--- config.mk ---
export PLATFORM = sky130hd
export DESIGN_NAME = gamepad_report_autocal_decoder
export DESIGN_NICKNAME = d
export VERILOG_FILES = /design/src/rtl/gpad_pkg.sv /design/src/rtl/gpad_front.sv /design/src/rtl/gpad_queue.sv /design/src/rtl/gpad_back.sv /design/src/rtl/gamepad_report_autocal_decoder.sv
export SDC_FILE = /design/constraint.sdc
export NUM_CORES = 1
export LEC_CHECK = 0
export ABC_AREA = 0
export BUFFER_PORTS_ARGS = -buffer_cell sky130_fd_sc_hd__buf_2
export CAP_MARGIN = 10
export CORE_ASPECT_RATIO = 1.2
export CORE_MARGIN = 3
export CORE_UTILIZATION = 56
export CTS_CLUSTER_DIAMETER = 50
export DETAILED_ROUTE_END_ITERATION = 8
export PLACE_DENSITY_LB_ADDON = 0.2
export SKIP_CTS_REPAIR_TIMING = 1
export SLEW_MARGIN = 30
export SYNTH_ARGS = -nofsm -noshare
export SYNTH_HDL_FRONTEND = slang
export SYNTH_HIERARCHICAL = 1
export SYNTH_SLANG_ARGS = --single-unit
--- constraint.sdc ---
create_clock -name clk -period 9.5 [get_ports clk]
set_input_delay 1.425 -clock clk [delete_from_list [all_inputs] [get_ports clk]]
set_output_delay 1.425 -clock clk [all_outputs]
set_load 0.01 [all_outputs]
--- src/rtl/gpad_pkg.sv ---
`default_nettype none

package gpad_pkg;

    localparam int NUM_AXES   = 4;
    localparam int IN_DATA_W  = 48;
    localparam int OUT_DATA_W = 104;
    localparam int MASK_W     = 16;

    // one axis worth of division work, prepared by the front end
    typedef struct packed {
        logic       neg;    // sample below center
        logic       zero;   // result is 0, no division needed
        logic [5:0] num;    // |raw - center|
        logic [6:0] den;    // |bound - center|
    } gpad_axis_job_t;

    typedef struct packed {
        gpad_axis_job_t [NUM_AXES-1:0] axis;
        logic [4:0]                    right_y_raw;
        logic [4:0]                    right_x_raw;
        logic [5:0]                    left_y_raw;
        logic [5:0]                    left_x_raw;
        logic [MASK_W-1:0]             buttons;
    } gpad_entry_t;

endpackage

`default_nettype wire

--- src/rtl/gpad_front.sv ---
`default_nettype none

module gpad_front #(
    parameter int CAL_MARGIN = 2
) (
    input  wire logic                           clk,
    input  wire logic                           rst_n,
    input  wire logic                           cfg_wr_en,
    input  wire logic [gpad_pkg::MASK_W-1:0]    cfg_wr_data,
    input  wire logic                           in_valid,
    input  wire logic [gpad_pkg::IN_DATA_W-1:0] in_data,
    output logic                                in_ready,
    input  wire logic                           q_full,
    output logic                                push,
    output gpad_pkg::gpad_entry_t               push_entry
);
    import gpad_pkg::*;

    localparam logic [8:0] MARGIN = 9'(CAL_MARGIN);

    logic [MASK_W-1:0]  mask_reg;
    logic               cal_reg  [NUM_AXES];
    logic signed [7:0]  low_reg  [NUM_AXES];
    logic [5:0]         mid_reg  [NUM_AXES];
    logic [6:0]         high_reg [NUM_AXES];

    logic               clear;
    logic [7:0]         b0, b1, b2;
    logic [15:0]        word;
    logic [5:0]         raw   [NUM_AXES];
    logic               cal   [NUM_AXES];
    logic signed [8:0]  raw_s [NUM_AXES];
    logic signed [8:0]  low0  [NUM_AXES];
    logic signed [8:0]  low1  [NUM_AXES];
    logic [8:0]         high0 [NUM_AXES];
    logic [8:0]         high1 [NUM_AXES];
    logic [5:0]         mid   [NUM_AXES];
    logic signed [8:0]  dlow  [NUM_AXES];
    logic [8:0]         dhigh [NUM_AXES];

    assign in_ready = !q_full;
    assign push     = in_valid && !q_full;

    assign clear = in_data[0];
    assign b0    = in_data[8:1];
    assign b1    = in_data[16:9];
    assign b2    = in_data[24:17];
    assign word  = in_data[40:25];

    always_comb
    begin
        raw[0] = b0[5:0];
        raw[1] = b1[5:0];
        raw[2] = {1'b0, b0[7:6], b1[7:6], b2[7]};
        raw[3] = {1'b0, b2[4:0]};

        push_entry.buttons     = ~word & mask_reg;
        push_entry.left_x_raw  = raw[0];
        push_entry.left_y_raw  = raw[1];
        push_entry.right_x_raw = raw[2][4:0];
        push_entry.right_y_raw = raw[3][4:0];

        for (int k = 0; k < NUM_AXES; k++)
        begin
            cal[k]   = cal_reg[k] && !clear;
            raw_s[k] = $signed({3'b000, raw[k]});
            // first sample sets center and bounds at +/- margin
            low0[k]  = cal[k] ? $signed({low_reg[k][7], low_reg[k]})
                              : raw_s[k] - $signed(MARGIN);
            high0[k] = cal[k] ? {2'b00, high_reg[k]} : {3'b000, raw[k]} + MARGIN;
            mid[k]   = cal[k] ? mid_reg[k] : raw[k];
            low1[k]  = (raw_s[k] < low0[k]) ? raw_s[k] : low0[k];
            high1[k] = ({3'b000, raw[k]} > high0[k]) ? {3'b000, raw[k]} : high0[k];
            dlow[k]  = $signed({3'b000, mid[k]}) - low1[k];
            dhigh[k] = high1[k] - {3'b000, mid[k]};

            push_entry.axis[k].neg  = 1'b0;
            push_entry.axis[k].zero = 1'b1;
            push_entry.axis[k].num  = '0;
            push_entry.axis[k].den  = '0;
            if (raw[k] < mid[k])
            begin
                push_entry.axis[k].neg  = 1'b1;
                push_entry.axis[k].zero = (dlow[k] <= 9'sd0);
                push_entry.axis[k].num  = mid[k] - raw[k];
                push_entry.axis[k].den  = dlow[k][6:0];
            end
            else if (raw[k] > mid[k])
            begin
                push_entry.axis[k].zero = (high1[k] <= {3'b000, mid[k]});
                push_entry.axis[k].num  = raw[k] - mid[k];
                push_entry.axis[k].den  = dhigh[k][6:0];
            end
        end
    end

    always_ff @(posedge clk or negedge rst_n)
    begin
        if (!rst_n)
        begin
            mask_reg <= '1;
            for (int k = 0; k < NUM_AXES; k++)
            begin
                cal_reg[k] <= 1'b0;
            end
        end
        else
        begin
            if (cfg_wr_en)
            begin
                mask_reg <= cfg_wr_data;
            end
            if (push)
            begin
                for (int k = 0; k < NUM_AXES; k++)
                begin
                    cal_reg[k] <= 1'b1;
                end
            end
        end
    end

    // bounds hold no reset value; they are read only once calibrated
    always_ff @(posedge clk)
    begin
        if (push)
        begin
            for (int k = 0; k < NUM_AXES; k++)
            begin
                low_reg[k]  <= low1[k][7:0];
                mid_reg[k]  <= mid[k];
                high_reg[k] <= high1[k][6:0];
            end
        end
    end

endmodule

`default_nettype wire

--- src/rtl/gpad_queue.sv ---
`default_nettype none

module gpad_queue (
    input  wire logic                  clk,
    input  wire logic                  rst_n,
    input  wire logic                  push,
    input  wire gpad_pkg::gpad_entry_t push_entry,
    output logic                       full,
    input  wire logic                  pop,
    output logic                       head_valid,
    output gpad_pkg::gpad_entry_t      head_entry
);
    import gpad_pkg::*;

    gpad_entry_t slot_reg [2];
    logic        wr_ptr_reg;
    logic        rd_ptr_reg;
    logic [1:0]  count_reg;

    assign full       = (count_reg == 2'd2);
    assign head_valid = (count_reg != 2'd0);
    assign head_entry = slot_reg[rd_ptr_reg];

    always_ff @(posedge clk or negedge rst_n)
    begin
        if (!rst_n)
        begin
            wr_ptr_reg <= 1'b0;
            rd_ptr_reg <= 1'b0;
            count_reg  <= 2'd0;
        end
        else
        begin
            if (push)
            begin
                wr_ptr_reg <= !wr_ptr_reg;
            end
            if (pop)
            begin
                rd_ptr_reg <= !rd_ptr_reg;
            end
            if (push && !pop)
            begin
                count_reg <= count_reg + 2'd1;
            end
            else if (pop && !push)
            begin
                count_reg <= count_reg - 2'd1;
            end
        end
    end

    always_ff @(posedge clk)
    begin
        if (push)
        begin
            slot_reg[wr_ptr_reg] <= push_entry;
        end
    end

endmodule

`default_nettype wire

--- src/rtl/gpad_back.sv ---
`default_nettype none

module gpad_back #(
    parameter int FRAC_BITS = 14
) (
    input  wire logic                            clk,
    input  wire logic                            rst_n,
    input  wire logic                            head_valid,
    input  wire gpad_pkg::gpad_entry_t           head_entry,
    output logic                                 pop,
    output logic                                 out_valid,
    input  wire logic                            out_ready,
    output logic [gpad_pkg::OUT_DATA_W-1:0]      out_data
);
    import gpad_pkg::*;

    localparam int QW  = FRAC_BITS + 1;
    localparam int QXW = (QW > 17) ? QW : 17;
    localparam int LW  = $clog2(FRAC_BITS + 2);
    localparam logic [LW-1:0] STEPS = LW'(FRAC_BITS + 1);

    typedef enum logic [1:0] {S_IDLE, S_RUN, S_DONE} state_t;

    state_t                state_reg, state_next;
    gpad_entry_t           item_reg, item_next;
    logic [1:0]            axis_reg, axis_next;
    logic                  first_reg, first_next;
    logic [6:0]            rem_reg, rem_next;
    logic [QW-1:0]         q_reg, q_next;
    logic [LW-1:0]         left_reg, left_next;
    logic [15:0]           val_reg [NUM_AXES];
    logic [15:0]           val_next [NUM_AXES];
    logic                  out_valid_reg, out_valid_next;
    logic [OUT_DATA_W-1:0] out_data_reg, out_data_next;

    gpad_axis_job_t job;
    logic [7:0]     den8, t_a, t_b, r_a8, r_b8;
    logic           bit_a, bit_b, two;
    logic [QW-1:0]  q_step;

    function automatic logic [15:0] sat_val(input logic [QW-1:0] q, input logic neg);
        logic [QXW-1:0] qx;
        qx = QXW'(q);
        if (!neg)
        begin
            return (qx > QXW'(32767)) ? 16'h7FFF : qx[15:0];
        end
        return (qx > QXW'(32768)) ? 16'h8000 : 16'd0 - qx[15:0];
    endfunction

    assign pop       = (state_reg == S_IDLE) && head_valid;
    assign out_valid = out_valid_reg;
    assign out_data  = out_data_reg;

    // restoring division, two quotient bits a cycle (one when a single bit is left); the first step
    // compares the bare numerator since it never exceeds the divisor
    always_comb
    begin
        job   = item_reg.axis[axis_reg];
        den8  = {1'b0, job.den};
        t_a   = first_reg ? {2'b00, job.num} : {rem_reg, 1'b0};
        bit_a = (t_a >= den8);
        r_a8  = bit_a ? t_a - den8 : t_a;
        t_b   = {r_a8[6:0], 1'b0};
        bit_b = (t_b >= den8);
        r_b8  = bit_b ? t_b - den8 : t_b;
        two   = (left_reg >= LW'(2));
        q_step = two ? {q_reg[QW-3:0], bit_a, bit_b} : {q_reg[QW-2:0], bit_a};
    end

    always_comb
    begin
        state_next     = state_reg;
        item_next      = item_reg;
        axis_next      = axis_reg;
        first_next     = first_reg;
        rem_next       = rem_reg;
        q_next         = q_reg;
        left_next      = left_reg;
        val_next       = val_reg;
        out_valid_next = out_valid_reg && !out_ready;
        out_data_next  = out_data_reg;

        unique case (state_reg)
            S_IDLE:
            begin
                if (head_valid)
                begin
                    item_next  = head_entry;
                    axis_next  = 2'd0;
                    first_next = 1'b1;
                    left_next  = STEPS;
                    state_next = S_RUN;
                end
            end
            S_RUN:
            begin
                if (job.zero || left_reg <= LW'(2))
                begin
                    val_next[axis_reg] = job.zero ? 16'd0 : sat_val(q_step, job.neg);
                    first_next = 1'b1;
                    left_next  = STEPS;
                    if (axis_reg == 2'd3)
                    begin
                        state_next = S_DONE;
                    end
                    else
                    begin
                        axis_next = axis_reg + 2'd1;
                    end
                end
                else
                begin
                    q_next     = q_step;
                    rem_next   = two ? r_b8[6:0] : r_a8[6:0];
                    left_next  = left_reg - (two ? LW'(2) : LW'(1));
                    first_next = 1'b0;
                end
            end
            S_DONE:
            begin
                if (!out_valid_reg || out_ready)
                begin
                    out_valid_next = 1'b1;
                    out_data_next  = {2'b00, val_reg[3], val_reg[2], val_reg[1], val_reg[0],
                                      item_reg.right_y_raw, item_reg.right_x_raw,
                                      item_reg.left_y_raw, item_reg.left_x_raw,
                                      item_reg.buttons};
                    state_next     = S_IDLE;
                end
            end
            default:
            begin
                state_next = S_IDLE;
            end
        endcase
    end

    always_ff @(posedge clk or negedge rst_n)
    begin
        if (!rst_n)
        begin
            state_reg     <= S_IDLE;
            item_reg      <= '0;
            axis_reg      <= 2'd0;
            first_reg     <= 1'b1;
            rem_reg       <= '0;
            q_reg         <= '0;
            left_reg      <= STEPS;
            for (int k = 0; k < NUM_AXES; k++)
            begin
                val_reg[k] <= '0;
            end
            out_valid_reg <= 1'b0;
            out_data_reg  <= '0;
        end
        else
        begin
            state_reg     <= state_next;
            item_reg      <= item_next;
            axis_reg      <= axis_next;
            first_reg     <= first_next;
            rem_reg       <= rem_next;
            q_reg         <= q_next;
            left_reg      <= left_next;
            val_reg       <= val_next;
            out_valid_reg <= out_valid_next;
            out_data_reg  <= out_data_next;
        end
    end

endmodule

`default_nettype wire

--- src/rtl/gamepad_report_autocal_decoder.sv ---
`default_nettype none

// Requests pass decode and calibration into the queue, then the one shared
// two-bit-per-cycle divider that works the four axes in turn; an axis sitting
// at its center skips the division. New requests are taken while the divider
// is busy, until the queue is full.
// A two-entry queue sits between decode/calibration and the divider.
// Reset clears calibration, the queue and the output; button_mask resets to all ones.
module gamepad_report_autocal_decoder #(
    parameter int FRAC_BITS  = 14,
    parameter int CAL_MARGIN = 2
) (
    input  wire logic                            clk,
    input  wire logic                            rst_n,
    input  wire logic                            cfg_wr_en,
    input  wire logic [gpad_pkg::MASK_W-1:0]     cfg_wr_data,
    input  wire logic                            s_axis_tvalid,
    output logic                                 s_axis_tready,
    // clear_calibration, report_byte0, report_byte1, report_byte2, button_word
    input  wire logic [gpad_pkg::IN_DATA_W-1:0]  s_axis_tdata,
    output logic                                 m_axis_tvalid,
    input  wire logic                            m_axis_tready,
    // buttons, left_x_raw, left_y_raw, right_x_raw, right_y_raw,
    // left_x_value, left_y_value, right_x_value, right_y_value
    output logic [gpad_pkg::OUT_DATA_W-1:0]      m_axis_tdata
);
    import gpad_pkg::*;

    logic        q_full;
    logic        push;
    logic        pop;
    logic        head_valid;
    gpad_entry_t push_entry;
    gpad_entry_t head_entry;

    gpad_front #(
        .CAL_MARGIN (CAL_MARGIN)
    ) u_front (
        .clk         (clk),
        .rst_n       (rst_n),
        .cfg_wr_en   (cfg_wr_en),
        .cfg_wr_data (cfg_wr_data),
        .in_valid    (s_axis_tvalid),
        .in_data     (s_axis_tdata),
        .in_ready    (s_axis_tready),
        .q_full      (q_full),
        .push        (push),
        .push_entry  (push_entry)
    );

    gpad_queue u_queue (
        .clk        (clk),
        .rst_n      (rst_n),
        .push       (push),
        .push_entry (push_entry),
        .full       (q_full),
        .pop        (pop),
        .head_valid (head_valid),
        .head_entry (head_entry)
    );

    gpad_back #(
        .FRAC_BITS (FRAC_BITS)
    ) u_back (
        .clk        (clk),
        .rst_n      (rst_n),
        .head_valid (head_valid),
        .head_entry (head_entry),
        .pop        (pop),
        .out_valid  (m_axis_tvalid),
        .out_ready  (m_axis_tready),
        .out_data   (m_axis_tdata)
    );

endmodule

`default_nettype wire
==> impl_metrics.env, run 1 <==
export IMPL_criticalPathCategory="reg2reg"
export IMPL_largest_reg_flops=196
export IMPL_place_ws_ps=2520
export IMPL_synth_area_um2=31300
export IMPL_grt_overflow=0
export IMPL_area_growth_synth_to_final_pct=11.1
export IMPL_final_common_cell="mux2_2"
export IMPL_status="finished, final reports clean"
export IMPL_fin_skew_ps=28.6
export IMPL_ys_warn_count=6
export IMPL_antenna_found_initial=0
export IMPL_synth_area_leaders="edfxtp_1 (27%), dfrtp_1 (24%), mux2_2 (12%)"
export IMPL_clock_fmax_mhz=141
export IMPL_place_area_um2=32600
export IMPL_cp_arrival_ps=7640
export IMPL_final_layout_size_suffix_gt1_share_pct=25.6
export IMPL_maxCapViolCount=0
export IMPL_die_area_um2=58700
export IMPL_fillCellCount=4236
export IMPL_grt_setup_unrepaired="false"
export IMPL_syn_inst=2591
export IMPL_setup_violations=0
export IMPL_grt_pass1_vias=21000
export IMPL_drt_iter0_markers=1521
export IMPL_utilization_pct=63.1
export IMPL_wl_um=70100
export IMPL_coreArea_um2=55000
export IMPL_num_vias=20400
export IMPL_die_h_um=265
export IMPL_synth_ff_latch_count=596
export IMPL_drt_vias_per_instance=5.87
export IMPL_mostFrequentLayoutCells="mux2_2 (323), dfrtp_1 (294), edfxtp_1 (280)"
export IMPL_clkSinkCount=596
export IMPL_worst_slew_pin_slew_ps=896
export IMPL_drt_first_pass_iters=6
export IMPL_stdcell_area_um2=34700
export IMPL_clk_pin_slew_ps=60
export IMPL_peakVddDrop_mv=0.356
export IMPL_numCtsBuffers=61
export IMPL_cts_tree="built"
export IMPL_rows=94
export IMPL_drc=0
export IMPL_hold_class="reg2reg"
export IMPL_end_kind="flop"
export IMPL_async_flop_share_pct=53.0
export IMPL_cts_buffer_depth=3
export IMPL_grt_pass1_wl_um=113000
export IMPL_clock_latency_ps=640
export IMPL_fin_ws_ps=2430
export IMPL_antenna_cells=0
export IMPL_htree_levels=2
export IMPL_period_needed_ps=7070
export IMPL_worstPathMaxFanout=20
export IMPL_synth_area_per_cell_um2=12.1
export IMPL_synthFlopType="dfrtp_1"
export IMPL_synth_edf_count=280
export IMPL_ant_nets=0
export IMPL_ys_types=93
export IMPL_drv_slew=0
export IMPL_leakage_nw=15.0
export IMPL_io_buffers=163
export IMPL_wl_per_cell_um=20.1
export IMPL_dp_final_hpwl_um=49200
export IMPL_synth_largest_type_area_fraction_pct=26.9
export IMPL_yosysTopAreaCell="edfxtp_1"
export IMPL_io_pins=175
export IMPL_fin_nets=2956
export IMPL_power_mw=12.8
export IMPL_seq_area_frac_synth_pct=52.3
export IMPL_grt_max_degree=136
export IMPL_maxSlewHeadroom_pct=40.3
export IMPL_totalNegativeSetupSlack_ps=0
export IMPL_cts_root_buf="clkbuf_16"
export IMPL_gr_usage_all_layers_pct=23.7
export IMPL_hold_viol=0
export IMPL_die_width_um=222
export IMPL_start_util_pct=56.8
export IMPL_fin_crit_sh_pct=74.4
export IMPL_start_kind="flop"
export IMPL_gp_congestion=0.892
export IMPL_crit_required_ps=10070
export IMPL_power_density_nw_per_um2=368
[path summary, 6_finish.rpt]
path                                     from                   to  slack, ps  cells past startpoint
max in group asynchronous               rst_n  u_back/item_reg[83]       7140                      3
setup reg to reg           u_back/axis_reg[1]   u_back/val_reg[21]       2430                     17
setup / recovery           u_back/axis_reg[1]   u_back/val_reg[21]       2430                     17
hold / removal             u_back/val_reg[47]   u_back/val_reg[47]        480                      2
min in group asynchronous               rst_n   u_back/item_reg[9]        710                      1
hold reg to reg            u_back/val_reg[47]   u_back/val_reg[47]        480                      2
[cells by family after synthesis]
| kind of cell | synth area share [%] |
|---|---|
| AND/OR/NAND/NOR | 7.84 |
| adder cells (fa/ha/maj) | 7.60 |
| multiplexers | 14.5 |
| buffers and inverters | 4.00 |
| other | 0.0120 |
| XOR/XNOR | 2.52 |
| AO/OA/AOI/OAI | 11.3 |
| flip-flops | 52.3 |
[layout make-up]
type | count | area (µm²) | area share [%]
Sequential cell | 596 | 16300 | 47.1
Inverter | 146 | 548 | 1.58
Clock inverter | 30 | 295 | 0.850
Tap cell | 720 | 901 | 2.59
Multi-Input combinational cell | 1711 | 13700 | 39.5
Timing Repair Buffer | 195 | 1160 | 3.34
Clock buffer | 86 | 1760 | 5.07
[cell usage after synthesis (40+ instances only)]
| master | number |
|---|---|
| inv_1 | 144 |
| nand2_1 | 199 |
| clkbuf_1 | 64 |
| a21o_1 | 55 |
| xnor2_1 | 55 |
| edfxtp_1 | 280 |
| nor2b_1 | 42 |
| nor2_1 | 131 |
| ha_1 | 157 |
| o21ai_0 | 97 |
| mux2i_1 | 40 |
| mux2_2 | 323 |
| a21oi_1 | 148 |
| dfrtp_1 | 295 |
[report_power, final]
group          total [mW]  switching (mW)  internal [mW]
Combinational        6.05            3.47           2.58
Sequential           4.33           0.510           3.82
Clock                2.40            1.04           1.36
Total                12.8            5.02           7.76
[layer usage]
layer / vias up / share of wire [%] / track usage [%]
li1: 9634 / - / -
met1: 10200 / 43 / 31.3
met2: 510 / 50 / 41.1
met3: 121 / 4.1 / 3.00
met4: 0 / 3.0 / 7.27
met5: - / 0 / 0
[worst max-delay path, cell delays in order, from the launching register on]
cell	delay (ps)
dfrtp_1	920
mux4_2	430
mux2_2	300
ha_1	390
a21o_1	210
a221oi_1	460
nand2_1	480
a21oi_1	370
ha_1	320
nor2b_4	150
o31a_1	270
o31a_1	270
a311o_1	400
o32a_1	650
o41ai_1	490
xor2_1	130
mux2i_1	520
a22o_1	220
[metrics by stage]
stage	hold slack, ps	cells
3_3_place_gp	457	3363
6_report	479	3484
2_1_floorplan	443	2592
3_5_place_dp	471	3366
5_1_grt	505	3484
4_1_cts	485	3482
Note: power is estimated with default switching activity, not from simulation.
==> run 2, diff against run 1 <==
- CORE_UTILIZATION: 56 -> 62
- clock period: 9.5 -> 7.3 ns (I/O delays scaled with it)
==> run 2 against run 1 <==
Against the previous run: final cell count down 2.6%; critical path depth up 3; register-to-register slack worse by 1700 ps; sequential power up 31%; clock skew down 8.1 ps; largest power group unchanged; highest routed layer unchanged.
==> impl_metrics.env, run 2 (synthesis results as in run 1) <==
export IMPL_die_area_um2=53200
export IMPL_die_width_um=211
export IMPL_start_util_pct=63.1
export IMPL_gr_usage_all_layers_pct=26.3
export IMPL_maxSlewHeadroom_pct=36.3
export IMPL_drv_slew=0
export IMPL_grt_setup_unrepaired="false"
export IMPL_drt_vias_per_instance=6.06
export IMPL_fin_crit_sh_pct=89.4
export IMPL_wl_um=70100
export IMPL_drt_first_pass_iters=5
export IMPL_maxCapViolCount=0
export IMPL_r2r_slack_ps=770
export IMPL_grt_pass1_wl_um=112000
export IMPL_cts_tree="built"
export IMPL_fin_skew_ps=20.5
export IMPL_hold_class="in2async"
export IMPL_htree_levels=2
export IMPL_r2r_end="u_back/val_reg[10]"
export IMPL_status="finished, final reports clean"
export IMPL_grt_max_degree=131
export IMPL_totalNegativeSetupSlack_ps=0
export IMPL_largest_reg_flops=196
export IMPL_gp_congestion=0.912
export IMPL_die_h_um=252
export IMPL_clkSinkCount=596
export IMPL_power_density_nw_per_um2=482
export IMPL_mostFrequentLayoutCells="mux2_2 (323), dfrtp_1 (294), edfxtp_1 (280)"
export IMPL_setup_violations=0
export IMPL_cp_arrival_ps=7090
export IMPL_grt_overflow=0
export IMPL_whs_ps=356
export IMPL_peakVddDrop_mv=0.504
export IMPL_antenna_cells=0
export IMPL_cts_buffer_depth=3
export IMPL_grt_pass1_vias=20800
export IMPL_coreArea_um2=49600
export IMPL_leakage_nw=15.0
export IMPL_period_needed_ps=6530
export IMPL_num_vias=20600
export IMPL_drc=0
export IMPL_r2r_cells=20
export IMPL_worstPathMaxFanout=17
export IMPL_clk_pin_slew_ps=60
export IMPL_end_kind="flop"
export IMPL_dp_final_hpwl_um=48500
export IMPL_antenna_found_initial=0
export IMPL_worst_slew_pin_slew_ps=953
export IMPL_fin_nets=2952
export IMPL_crit_required_ps=7860
export IMPL_final_layout_size_suffix_gt1_share_pct=25.8
export IMPL_numCtsBuffers=59
export IMPL_hold_viol=0
export IMPL_io_buffers=163
export IMPL_start_kind="flop"
export IMPL_wl_per_cell_um=20.7
export IMPL_dp_cells=3282
export IMPL_clock_latency_ps=630
export IMPL_cts_root_buf="clkbuf_16"
export IMPL_criticalPathCategory="reg2reg"
export IMPL_rows=89
export IMPL_final_cell_count_no_fill=3394
export IMPL_ant_nets=0
export IMPL_final_common_cell="mux2_2"
export IMPL_r2r_start="u_back/axis_reg[0]"
export IMPL_clock_fmax_mhz=153
export IMPL_io_pins=175
export IMPL_area_growth_synth_to_final_pct=10.5
export IMPL_drt_iter0_markers=1558
[run 2: changes by cell type in the layout (fill, tap and decap cells not counted), moves of 3 or more]
cell / delta
clkinv_2: +9
clkbuf_1: -6
clkinv_1: -5
buf_16: -3
buf_4: -3
buf_6: +3
clkbuf_8: -3
[run 2: power by group]
part / switching (mW) / internal, mW
Sequential: 0.699 / 4.97
Clock: 1.32 / 1.79
Combinational: 4.49 / 3.39
Total: 6.52 / 10.1
[run 2: layout make-up]
class                      count  area [µm²]
timing repair buffer         193        1110
clock inverter                33         317
clock buffer                  78        1720
sequential                   596       16300
tap                          637         797
inverter                     146         548
fill                        3460       15000
multi-input combinational   1711       13700
[run 2: per-stage QoR]
stage                     setup WS [ps]  instance area (µm²)  total power, mW  utilization (%)
after floorplan                     609                31300             11.5                -
after global placement              857                32500             13.2             65.5
after detailed placement            744                32500             13.5             65.5
after CTS                           699                34500             16.7             69.6
after global routing                372                34500             17.8             69.7
final                               771                34500             16.7             69.7
[run 2: how the worst max path moves through the flow]
| stage | cells past startpoint | start | end |
|---|---|---|---|
| after detailed placement | 20 | u_back/axis_reg[0] | u_back/val_reg[10] |
| final | 20 | u_back/axis_reg[0] | u_back/val_reg[10] |
| after global routing | 20 | u_back/axis_reg[0] | u_back/val_reg[58] |
| after floorplan | 2 | s_axis_tvalid | u_queue/slot_reg[0][0] |
| after global placement | 20 | u_back/axis_reg[0] | u_back/val_reg[26] |
| after CTS | 20 | u_back/axis_reg[0] | u_back/val_reg[10] |
[run 2: critical path, stage by stage, from the launching register on]
cell and delay (ps):
dfrtp_1 440, buf_4 340, mux4_2 600, ha_1 230
fa_1 410, nand2b_1 180, a21oi_1 270, o2111ai_1 200
nand2_1 270, nor2_1 70, a21oi_1 230, ha_1 320
nor2b_4 150, o31a_1 280, o31a_1 270, a311o_1 410
o32a_1 590, o31ai_1 350, xor2_1 100, a2111o_1 550
o21ai_1 180
[run 2: routing by layer]
metal | track usage [%] | share of wire, % | vias up
met4 | 7.22 | 2.4 | 0
met5 | 0 | 0 | -
met3 | 3.07 | 4.3 | 119
met2 | 46.1 | 50 | 564
met1 | 34.9 | 43 | 10300
li1 | - | - | 9607
